### src/design/tcw_pkg.sv
// Shared constants, codes and control types of the text console writer.
package tcw_pkg;

  // Screen geometry
  localparam int COLUMNS    = 80;
  localparam int ROWS       = 25;
  localparam int CELL_COUNT = COLUMNS * ROWS;
  localparam int COPY_N     = CELL_COUNT - COLUMNS;

  // Internal widths
  localparam int CELL_W = $clog2(CELL_COUNT);
  localparam int COL_W  = (COLUMNS > 1) ? $clog2(COLUMNS) : 1;
  localparam int ROW_W  = $clog2(ROWS);

  // Port field widths
  localparam int IDX_W       = 11;
  localparam int OUT_COL_W   = 7;
  localparam int OUT_ROW_W   = 5;
  localparam int IN_TDATA_W  = 24;
  localparam int OUT_TDATA_W = 40;

  // Character codes and reset attribute
  localparam logic [7:0] NL_CODE     = 8'd10;
  localparam logic [7:0] CR_CODE     = 8'd13;
  localparam logic [7:0] SPACE_CODE  = 8'd32;
  localparam logic [7:0] COLOR_RESET = 8'h0F;

  // Item operations
  localparam logic OP_PRINT = 1'b0;
  localparam logic OP_READ  = 1'b1;

  // Controller to datapath commands
  typedef struct packed {
    logic latch_item;
    logic exec_print;
    logic exec_read;
    logic cnt_zero;
    logic cnt_inc;
    logic copy_step;
    logic fill_step;
    logic fill_blank;
    logic load_out;
    logic out_cr;
  } dp_cmd_t;

  // Datapath to controller status
  typedef struct packed {
    logic op_read;
    logic is_newline;
    logic scroll_needed;
    logic copy_done;
    logic fill_done;
    logic out_free;
  } dp_sts_t;

endpackage

### src/design/tcw_ctrl.sv
// Sequencing state machine of the text console writer.
module tcw_ctrl (
  input  logic             clk,
  input  logic             rst_n,
  input  logic             in_tvalid,
  output logic             in_tready,
  input  tcw_pkg::dp_sts_t sts,
  output tcw_pkg::dp_cmd_t cmd
);
  import tcw_pkg::*;

  typedef enum logic [2:0] {
    ST_CLEAR,
    ST_IDLE,
    ST_EXEC,
    ST_SCROLL,
    ST_FILL,
    ST_EMIT,
    ST_EMIT_CR
  } state_t;

  state_t state_r, state_nxt;

  // Hold state
  always_ff @(posedge clk) begin
    if (!rst_n) begin
      state_r <= ST_CLEAR;
    end else begin
      state_r <= state_nxt;
    end
  end

  assign in_tready = (state_r == ST_IDLE);

  // Decode commands and next state
  always_comb begin
    state_nxt = state_r;
    cmd       = '0;
    case (state_r)
      ST_CLEAR: begin
        cmd.fill_step = 1'b1;
        if (sts.fill_done) begin
          state_nxt = ST_IDLE;
        end else begin
          cmd.cnt_inc = 1'b1;
        end
      end
      ST_IDLE: begin
        if (in_tvalid) begin
          cmd.latch_item = 1'b1;
          state_nxt      = ST_EXEC;
        end
      end
      ST_EXEC: begin
        if (sts.op_read) begin
          cmd.exec_read = 1'b1;
          state_nxt     = ST_EMIT;
        end else begin
          cmd.exec_print = 1'b1;
          cmd.cnt_zero   = 1'b1;
          state_nxt      = sts.scroll_needed ? ST_SCROLL : ST_EMIT;
        end
      end
      ST_SCROLL: begin
        cmd.copy_step = 1'b1;
        if (sts.copy_done) begin
          state_nxt = ST_FILL;
        end else begin
          cmd.cnt_inc = 1'b1;
        end
      end
      ST_FILL: begin
        cmd.fill_step  = 1'b1;
        cmd.fill_blank = 1'b1;
        if (sts.fill_done) begin
          state_nxt = ST_EMIT;
        end else begin
          cmd.cnt_inc = 1'b1;
        end
      end
      ST_EMIT: begin
        if (sts.out_free) begin
          cmd.load_out = 1'b1;
          state_nxt    = sts.is_newline ? ST_EMIT_CR : ST_IDLE;
        end
      end
      ST_EMIT_CR: begin
        if (sts.out_free) begin
          cmd.load_out = 1'b1;
          cmd.out_cr   = 1'b1;
          state_nxt    = ST_IDLE;
        end
      end
      default: begin
        state_nxt = ST_IDLE;
      end
    endcase
  end

endmodule

### config.mk
export PLATFORM = sky130hd
export DESIGN_NAME = tcw_ctrl
export DESIGN_NICKNAME = d
export VERILOG_FILES = /design/src/design/tcw_pkg.sv /design/src/design/tcw_ctrl.sv
export SDC_FILE = /design/constraint.sdc
export NUM_CORES = 1
export LEC_CHECK = 0
export ABC_AREA = 1
export BUFFER_PORTS_ARGS = -buffer_cell sky130_fd_sc_hd__buf_2
export CAP_MARGIN = 10
export CORE_AREA = 2 2 39 41
export CTS_CLUSTER_DIAMETER = 30
export DETAILED_ROUTE_END_ITERATION = 6
export DIE_AREA = 0 0 41 43
export PLACE_DENSITY = 0.65
export SLEW_MARGIN = 20
export SYNTH_ARGS = -nofsm -noshare
export SYNTH_HDL_FRONTEND = slang
export SYNTH_SLANG_ARGS = --single-unit
export TNS_END_PERCENT = 1
### constraint.sdc
create_clock -name clk -period 1.3 [get_ports clk]
set_input_delay 0 -clock clk [delete_from_list [all_inputs] [get_ports clk]]
set_output_delay 0 -clock clk [all_outputs]
set_load 0.03 [all_outputs]
After elaboration in Yosys (flattened, before gate mapping)
Index checks and enable logic that the tools add are counted.
Word-level totals
  flip-flop bits (word level): 3
  input bits: 9
  output and inout bits: 11
  word-level logic and storage cells: 41
Operators by class
  mux-type cells: 25
  eq/ne operators: 12
  reductions and logical operators: 3
Operators by type and width (count)
  two-way mux 3 bit: 10
  case mux 3 bit (7 select lines): 1
  inequality test 2 bit (second input constant): 6
  two-way mux 1 bit: 11
  equality test 3 bit (second input constant): 3
  equality test 3 x 2 -> 1 bit (second input constant): 2
  AND reduction 6 bit: 1
  case mux 1 bit (2 select lines): 2
  equality test 3 x 1 -> 1 bit (second input constant): 1
  logical NOT 3 bit: 1
  two-way mux 2 bit: 1
  OR reduction 2 bit: 1

Depth between registers and ports, before layout
Gate-level depths: netlist of run 1.
  depth after elaboration: 3
  mapped depth: 9
  mapped depth without buffers: 9

Worst setup path after synthesis of run 1
No wires, ideal clock.
  path kind: reg2out
  from: register state_r[1]
  to: output port cmd[8] (netlist bit)
  required time: 1.300 ns
  arrival: 1.433 ns
  setup slack: -0.133 ns
  path buffers: 1
  cell stages (with the launch flop): 6
  path through: dfxtp_1 -> inv_2 -> nor3_1 -> inv_1 -> nor2_1 -> buf_4
RTL lines
  from (decl): line tcw_ctrl.sv:22  | state_t state_r, state_nxt;
  from (signal assigned): line tcw_ctrl.sv:29  | state_r <= state_nxt;
  to (decl): line tcw_ctrl.sv:8  | output tcw_pkg::dp_cmd_t cmd

==> results.yml, run 1 <==
floorplan:
  core_area_um2: 1380
  dieArea_um2: 1760
  io_pins: 20
  die_w_um: 41
  start_util: 0.281
  num_rows: 14
  die-height_um: 43
logic_synthesis:
  synth_cells: 73
  post_synth.cell_area_avg_um2: 5.33
  netlist.area_leader.share: 0.164
  synth_top_area_cell: "nor2_1"
  synth-edff-count: 0
  synth_warnings: 0
  synthTopCellsByArea: "nor2_1 16%, dfxtp_1 15%, nand2_1 13%, nand3_1 10%, inv_1 8.7%"
  synth_seq_cells: 3
  synth_ff_type: "dfxtp_1"
  syn-cell-area_um2: 389
  async_flop_share: 0
  yosysSeqAreaShare: 0.154
  ys_types: 16
  yosysMostFrequentCell: "nor2_1"
  syn-num-nets: 82
  synth_common_cells: "17 x nor2_1, 13 x nand2_1, 9 x inv_1"
clock_tree:
  clkLatencyLatePin_ns: 0.23
  cts-root-buf: "clkbuf_4"
  cts_setup_buffers: 0
  clk_pin_slew_ns: 0.04
  clock-sinks: 3
  tritoncts: "done"
  numCtsBuffers: 3
  htree_levels: 1
  clockBufferDepth: 2
critical_path:
  startpoint_type: "register"
  critPathRequiredTime_ns: 1.30
  worstPathArrival_ns: 1.23
  cp_max_fo: 7
  endpoint_kind: "primary output"
  crit_type: "register to primary output"
power:
  powerDensity_nw_per_um2: 2490
  peakVddDrop_mv: 1.07
  p_leak_nw: 0.322
  power_mw: 1.37
detailed_routing:
  finalWirelength_um: 982
  drt_iter0_drc: 15
  via_count: 492
  ant_nets: 0
  drc_errors: 0
  avgViaCountPerCell: 4.43
  wl_per_cell_um: 8.85
  dr.pass1.iters: 4
placement:
  gp_congestion: 0.741
  dp_hpwl_um: 811
  io_buffers: 19
min_path:
  holdCritPathClass: "input port to register"
finish:
  largest_reg_flops: 3
  nets: 105
  regMostFlops: "state_r"
  antenna_cells: 0
  syn2layout_area_growth_pct: 41.2
  drive_gt1_frac: 0.463
  top_regs: "state_r: 3 flops"
  fill_cells: 150
timing:
  setup_viol: 0
  slew_headroom: 0.845
  clock_skew_ns: 0.000522
  worstMarginPinSlew_ns: 0.230
  rsz0062_at_grt: "yes"
  fmax_ghz: 0.810
  hold_viol_final: 0
  tns_ns: 0
  min_period_over_period: 0.950
  period_minus_slack_ns: 1.23
  slew_viol_final: 0
global_route:
  grt_use_total: 0.120
  overflow: 0
  grt_pass1_wl_um: 1470
  grt_pass1_vias: 378
  antenna_found_initial: 0
  grt_max_degree: 8
status:
  status: "completed"
run:
  maxCapViolations: 0
-- layout make-up --
class	instances	area, um2	area share
Multi-Input combinational cell	54	275	0.501
Tap cell	16	20.0	0.0364
Timing Repair Buffer	20	105	0.191
Clock buffer	4	26.3	0.0478
Inverter	14	56.3	0.103
Sequential cell	3	66.3	0.121
-- power breakdown --
group | switching [mW] | total [mW] | internal (mW)
clock | 0.0456 | 0.160 | 0.115
combinational | 0.635 | 0.943 | 0.308
sequential | 0.109 | 0.262 | 0.153
-- path summary, 6_finish.rpt --
kind | slack [ns] | to | cells after the start | startpoint
setup / recovery | 0.07 | cmd[5] | 6 | state_r[0]
hold / removal | 0.01 | state_r[2] | 3 | rst_n
setup reg to reg | 0.15 | state_r[0] | 9 | state_r[0]
hold reg to reg | 0.54 | state_r[2] | 2 | state_r[2]
-- timing repair --
action | CTS | global route
hold buffers | 0 | 0
pin swaps | 0 | 1
resized for setup | 4 | 5
gates cloned | 0 | 0
endpoints found under the setup margin | 5 | 6
-- cell usage in the layout, fill, tap and decap left out --
master,synthesis,routed
nand3_1,8,7
nand3_2,2,3
clkbuf_1,0,1
inv_4,0,1
inv_2,4,3
nand2_1,13,13
clkinv_2,1,1
dfxtp_2,0,2
nand2_2,3,3
nor2_4,1,2
a21oi_1,2,2
dfxtp_4,0,1
o21ai_0,3,3
inv_1,9,9
nor3_1,1,1
buf_2,0,18
nor2_1,17,15
buf_4,2,1
nor2_2,3,4
o21ai_2,1,1
clkbuf_4,0,4
-- stage by stage --
| stage | instance area [um2] | utilization | hold WS (ns) | worst slack (ns) | instances |
|---|---|---|---|---|---|
| 2_1_floorplan | 392 | - | 0.0675 | -0.0847 | 73 |
| 3_3_place_gp | 499 | 0.361 | 0.253 | 0.0238 | 107 |
| 3_5_place_dp | 499 | 0.361 | 0.257 | 0.0194 | 107 |
| 4_1_cts | 532 | 0.384 | 0.00452 | 0.0160 | 111 |
| 5_1_grt | 549 | 0.397 | 0.0243 | -0.0172 | 111 |
| 6_report | 549 | 0.397 | 0.00981 | 0.0655 | 111 |
-- cell families after synthesis --
group	share of synthesized area
buf+inv	0.177
flops	0.154
simple gates	0.582
compound gates	0.0868
-- routing by layer --
metal / track usage / up-vias / routed length, um
li1: - / 268 / -
met1: 0.163 / 206 / 464
met2: 0.169 / 18 / 458
met3: 0.0471 / 0 / 60
met4: 0.0400 / 0 / 0
met5: 0 / - / 0
-- worst max-delay path: stages, from the launching register on --
cell and delay, ns:
dfxtp_2 0.35, nor2_2 0.19, inv_2 0.06, nor2_2 0.12, nor2_4 0.06, inv_1 0.05
clkbuf_4 0.17
Note: power is estimated with default switching activity, not from simulation.
==> run 2, diff against run 1 <==
- RECOVER_POWER: unset -> 25
==> results.yml, run 2 (synthesis gave the netlist of run 1 again) <==
timing:
  clock_skew_ns: 0.000522
  period_minus_slack_ns: 1.23
  tns_ns: 0
  setup_viol: 0
  worstMarginPinSlew_ns: 0.230
  slew_headroom: 0.845
  slew_viol_final: 0
  rsz0062_at_grt: "yes"
  min_period_over_period: 0.950
  hold_viol_final: 0
  fin_ws_ns: 0.0655
  fmax_ghz: 0.810
finish:
  instances_no_fill: 111
  nets: 105
  syn2layout_area_growth_pct: 41.2
  antenna_cells: 0
  fin_util: 0.397
  largest_reg_flops: 3
  final_common_cell: "buf_2"
  regMostFlops: "state_r"
  top_regs: "state_r: 3 flops"
  final_cell_mix: "17 x buf_2, 15 x nor2_1, 13 x nand2_1"
  drive_gt1_frac: 0.463
floorplan:
  start_util: 0.281
  die_w_um: 41
  die-height_um: 43
  io_pins: 20
  core_area_um2: 1380
  num_rows: 14
  dieArea_um2: 1760
critical_path:
  startpoint_type: "register"
  r2r_setup_slack_ns: 0.15
  cpMostUsedCell: "nor2_2"
  cp_max_fo: 7
  crit_type: "register to primary output"
  r2r-start: "state_r[0]"
  path_cells: "nor2_2 -> inv_2 -> nor2_2 -> nor2_4 -> inv_1 -> clkbuf_4"
  critPathRequiredTime_ns: 1.30
  slowest_stage: "dfxtp_2"
  slowest_delay_ns: 0.35
  worstPathArrival_ns: 1.23
  endpoint_kind: "primary output"
  crit_path_start: "state_r[0]"
detailed_routing:
  drt_iter0_drc: 15
  avgViaCountPerCell: 4.43
  dr.pass1.iters: 4
  via_count: 492
  wl_per_cell_um: 8.84
  finalWirelength_um: 981
  drc_errors: 0
  ant_nets: 0
global_route:
  overflow: 0
  grt_max_degree: 8
  grt_pass1_vias: 378
  antenna_found_initial: 0
  grt_use_total: 0.120
  grt_pass1_wl_um: 1470
power:
  peakVddDrop_mv: 1.07
  powerDensity_nw_per_um2: 2490
  p_leak_nw: 0.321
  power_mw: 1.37
clock_tree:
  clk_pin_slew_ns: 0.04
  clockBufferDepth: 2
  clock-sinks: 3
  numCtsBuffers: 3
  clkLatencyLatePin_ns: 0.23
  htree_levels: 1
  tritoncts: "done"
  cts_setup_buffers: 0
  cts-root-buf: "clkbuf_4"
placement:
  detailedPlace.worstSlack_ns: 0.0194
  dp_hpwl_um: 811
  dp_cells: 107
  gp_congestion: 0.741
  io_buffers: 19
status:
  status: "completed"
run:
  maxCapViolations: 0
min_path:
  worstHoldStart: "rst_n"
  holdCritPathClass: "input port to register"
run 2: cell count changes in the layout (fill, tap and decap cells not counted), sizes merged:
| cell | before | now |
|---|---|---|
| clkbuf | 5 | 6 |
| buf | 19 | 18 |
run 2: final cells by class:
| cell class | count | area, um2 |
|---|---|---|
| flip-flops and latches | 3 | 66.3 |
| inverters | 14 | 56.3 |
| fillers | 150 | 835 |
| clock buffers | 4 | 26.3 |
| multi-input cells | 54 | 275 |
| repair buffers | 20 | 105 |
| well taps | 16 | 20.0 |
run 2: worst paths after layout:
kind,end,depth (start not counted)
worst max register to register,state_r[0],9
worst min-delay path,state_r[2],3
worst min register to register,state_r[2],2
worst max-delay path,cmd[5],6
run 2: timing repair:
item | in CTS | in global routing
endpoints found under the hold margin | 0 | 0
setup endpoints to repair | 5 | 6
hold buffers | 0 | 0
pin swaps | 0 | 1
resized for setup | 4 | 5
run 2: worst max-delay path: cells and delay by family (launching register included):
| family | cells | cell delay, ns |
|---|---|---|
| and+or+nand+nor | 3 | 0.37 |
| buffers and inverters | 3 | 0.28 |
| DFF | 1 | 0.35 |
run 2: power breakdown:
part / internal, mW / leakage, nW / switching (mW) / total, mW
clock network: 0.115 / 0.0150 / 0.0456 / 0.160
registers: 0.153 / 0.0261 / 0.109 / 0.262
logic: 0.308 / 0.280 / 0.635 / 0.943
total: 0.576 / 0.321 / 0.790 / 1.37
run 2: metrics by stage:
step / hold slack (ns) / area, um2
finish: 0.00981 / 549
floorplan: 0.0675 / 392
CTS: 0.00452 / 532
global placement: 0.253 / 499
global route: 0.0243 / 549
detailed placement: 0.257 / 499
run 2: routing by layer:
layer  routed length [um]  GRT usage  vias to the layer above
li1                     -          -                      268
met1                  463      0.163                      206
met2                  457      0.169                       18
met3                   60     0.0471                        0
met4                    0     0.0400                        0
met5                    0          0                        -
==> run 3, diff against run 2 <==
- REMOVE_ABC_BUFFERS: unset -> 1
==> results.yml, run 3 (synthesis gave the netlist of run 1 again) <==
floorplan:
  start_util: 0.281
  num_rows: 14
  core_area_um2: 1380
  die_w_um: 41
  die-height_um: 43
  io_pins: 20
  dieArea_um2: 1760
timing:
  clock_skew_ns: 0.00317
  worstMarginPinSlew_ns: 0.364
  fin_hold_ws_ns: 0.200
  hold_viol_final: 0
  rsz0062_at_grt: "yes"
  slew_viol_final: 0
  min_period_over_period: 0.953
  setup_viol: 0
  fin_ws_ns: 0.0605
  period_minus_slack_ns: 1.24
  fmax_ghz: 0.807
  slew_headroom: 0.758
clock_tree:
  clock-sinks: 3
  clockBufferDepth: 2
  cts-root-buf: "clkbuf_4"
  clk_pin_slew_ns: 0.04
  htree_levels: 1
  numCtsBuffers: 3
  clkLatencyLatePin_ns: 0.23
  tritoncts: "done"
placement:
  dp_hpwl_um: 790
  detailedPlace.worstSlack_ns: 0.0608
  gp_congestion: 0.845
  io_buffers: 19
  placed_area_um2: 504
critical_path:
  r2r-start: "state_r[0]"
  cp_max_fo: 6
  r2r_cells: 9
  crit_path_start: "state_r[2]"
  r2r-end: "state_r[1]"
  slowest_stage: "dfxtp_4"
  path_cells: "buf_4 -> nor3_4 -> inv_2 -> nor2_4 -> buf_6"
  crit_type: "register to primary output"
  worstPathArrival_ns: 1.24
  r2r_setup_slack_ns: 0.14
  endpoint_kind: "primary output"
  critPathRequiredTime_ns: 1.30
  startpoint_type: "register"
  slowest_delay_ns: 0.36
  critPathBufInv: 3
  worst_path_dominant_cell_family: "buffers and inverters"
power:
  intPower_mw: 0.628
  pwr-share-clk: 0.109
  p_switching_mw: 0.821
  powerDensity_nw_per_um2: 2440
  p_leak_nw: 0.335
  combinationalPowerShare: 0.727
  peakVddDrop_mv: 0.908
  power_frac_seq: 0.164
  switching_share: 0.567
finish:
  syn2layout_area_growth_pct: 52.7
  antenna_cells: 0
  final_common_cell: "nor2_1"
  fill_cells: 160
  top_regs: "state_r: 3 flops"
  multi_input_area_um2: 282
  nets: 108
  regMostFlops: "state_r"
  final_cell_mix: "15 x nor2_1, 14 x buf_2, 13 x nand2_1"
  design_area_um2: 594
  largest_reg_flops: 3
  ff_latch_area_um2: 66.3
  drive_gt1_frac: 0.469
detailed_routing:
  wl_met1_um: 429
  via_count: 517
  ant_nets: 0
  drc_errors: 0
  wl_met3_um: 68
  top_layer_used: "met3"
  wl_met2_um: 477
  dr.pass1.iters: 4
  drt_iter0_drc: 9
  finalWirelength_um: 974
  avgViaCountPerCell: 4.54
  wl_per_cell_um: 8.54
status:
  status: "completed"
min_path:
  holdCritPathClass: "input port to register"
  worstHoldStart: "sts[4]"
  hold_depth: 5
  hold_end: "state_r[1]"
global_route:
  overflow: 0
  grt_pass1_vias: 428
  grt_use_total: 0.134
  grt_max_degree: 8
  grt_pass1_wl_um: 1660
  antenna_found_initial: 0
run:
  maxCapViolations: 0
[run 3: per-layer routing]
layer	up-vias	global-route usage
li1	275	-
met1	221	0.173
met2	21	0.203
met3	0	0.0471
met4	0	0.0400
met5	-	0
[run 3: what timing repair did]
item	4_1_cts	5_1_grt
setup endpoints to repair	5	5
gates cloned	0	0
hold buffers	1	0
endpoints found under the hold margin	1	0
buffers inserted	0	1
resized for setup	6	12
pin swaps	0	3
[run 3: how the worst max path moves through the flow]
| stage | end | slack [ns] | depth (start not counted) |
|---|---|---|---|
| 6_report | cmd[8] | 0.06 | 5 |
| 3_5_place_dp | state_r[1] | 0.06 | 8 |
| 3_3_place_gp | state_r[0] | 0.05 | 7 |
| 5_1_grt | cmd[9] | -0.01 | 5 |
| 2_1_floorplan | cmd[6] | -0.20 | 4 |
| 4_1_cts | cmd[7] | 0.008 | 5 |
[run 3: per-stage QoR]
stage | util | power [mW] | cells | setup TNS (ns)
floorplan | - | 0.924 | 71 | -0.484
global placement | 0.364 | 1.17 | 108 | 0
detailed placement | 0.364 | 1.17 | 108 | 0
CTS | 0.399 | 1.37 | 113 | 0
global route | 0.429 | 1.58 | 114 | -0.0151
finish | 0.429 | 1.45 | 114 | 0
[run 3: power by group through the flow]
| stage | Clock (mW) | Combinational [mW] | Sequential [mW] |
|---|---|---|---|
| 3_3_place_gp | 0 | 0.941 | 0.226 |
| 3_5_place_dp | 0 | 0.950 | 0.225 |
| 2_1_floorplan | 0 | 0.709 | 0.215 |
| 4_1_cts | 0.164 | 0.968 | 0.234 |
| 5_1_grt | 0.175 | 1.16 | 0.245 |
| 6_report | 0.158 | 1.05 | 0.238 |
[run 3: layout make-up]
| cell class | count | area share |
|---|---|---|
| tap | 16 | 0.0337 |
| inverter | 14 | 0.0947 |
| clock buffer | 4 | 0.0442 |
| sequential | 3 | 0.112 |
| timing repair buffer | 23 | 0.242 |
| multi-input combinational | 54 | 0.474 |
[run 3: worst min-delay path, delay by kind of cell]
family,cells,cell delay (ns)
AO/OA/AOI/OAI,2,0.16
buffers and inverters,1,0.10
AND/OR/NAND/NOR,2,0.13
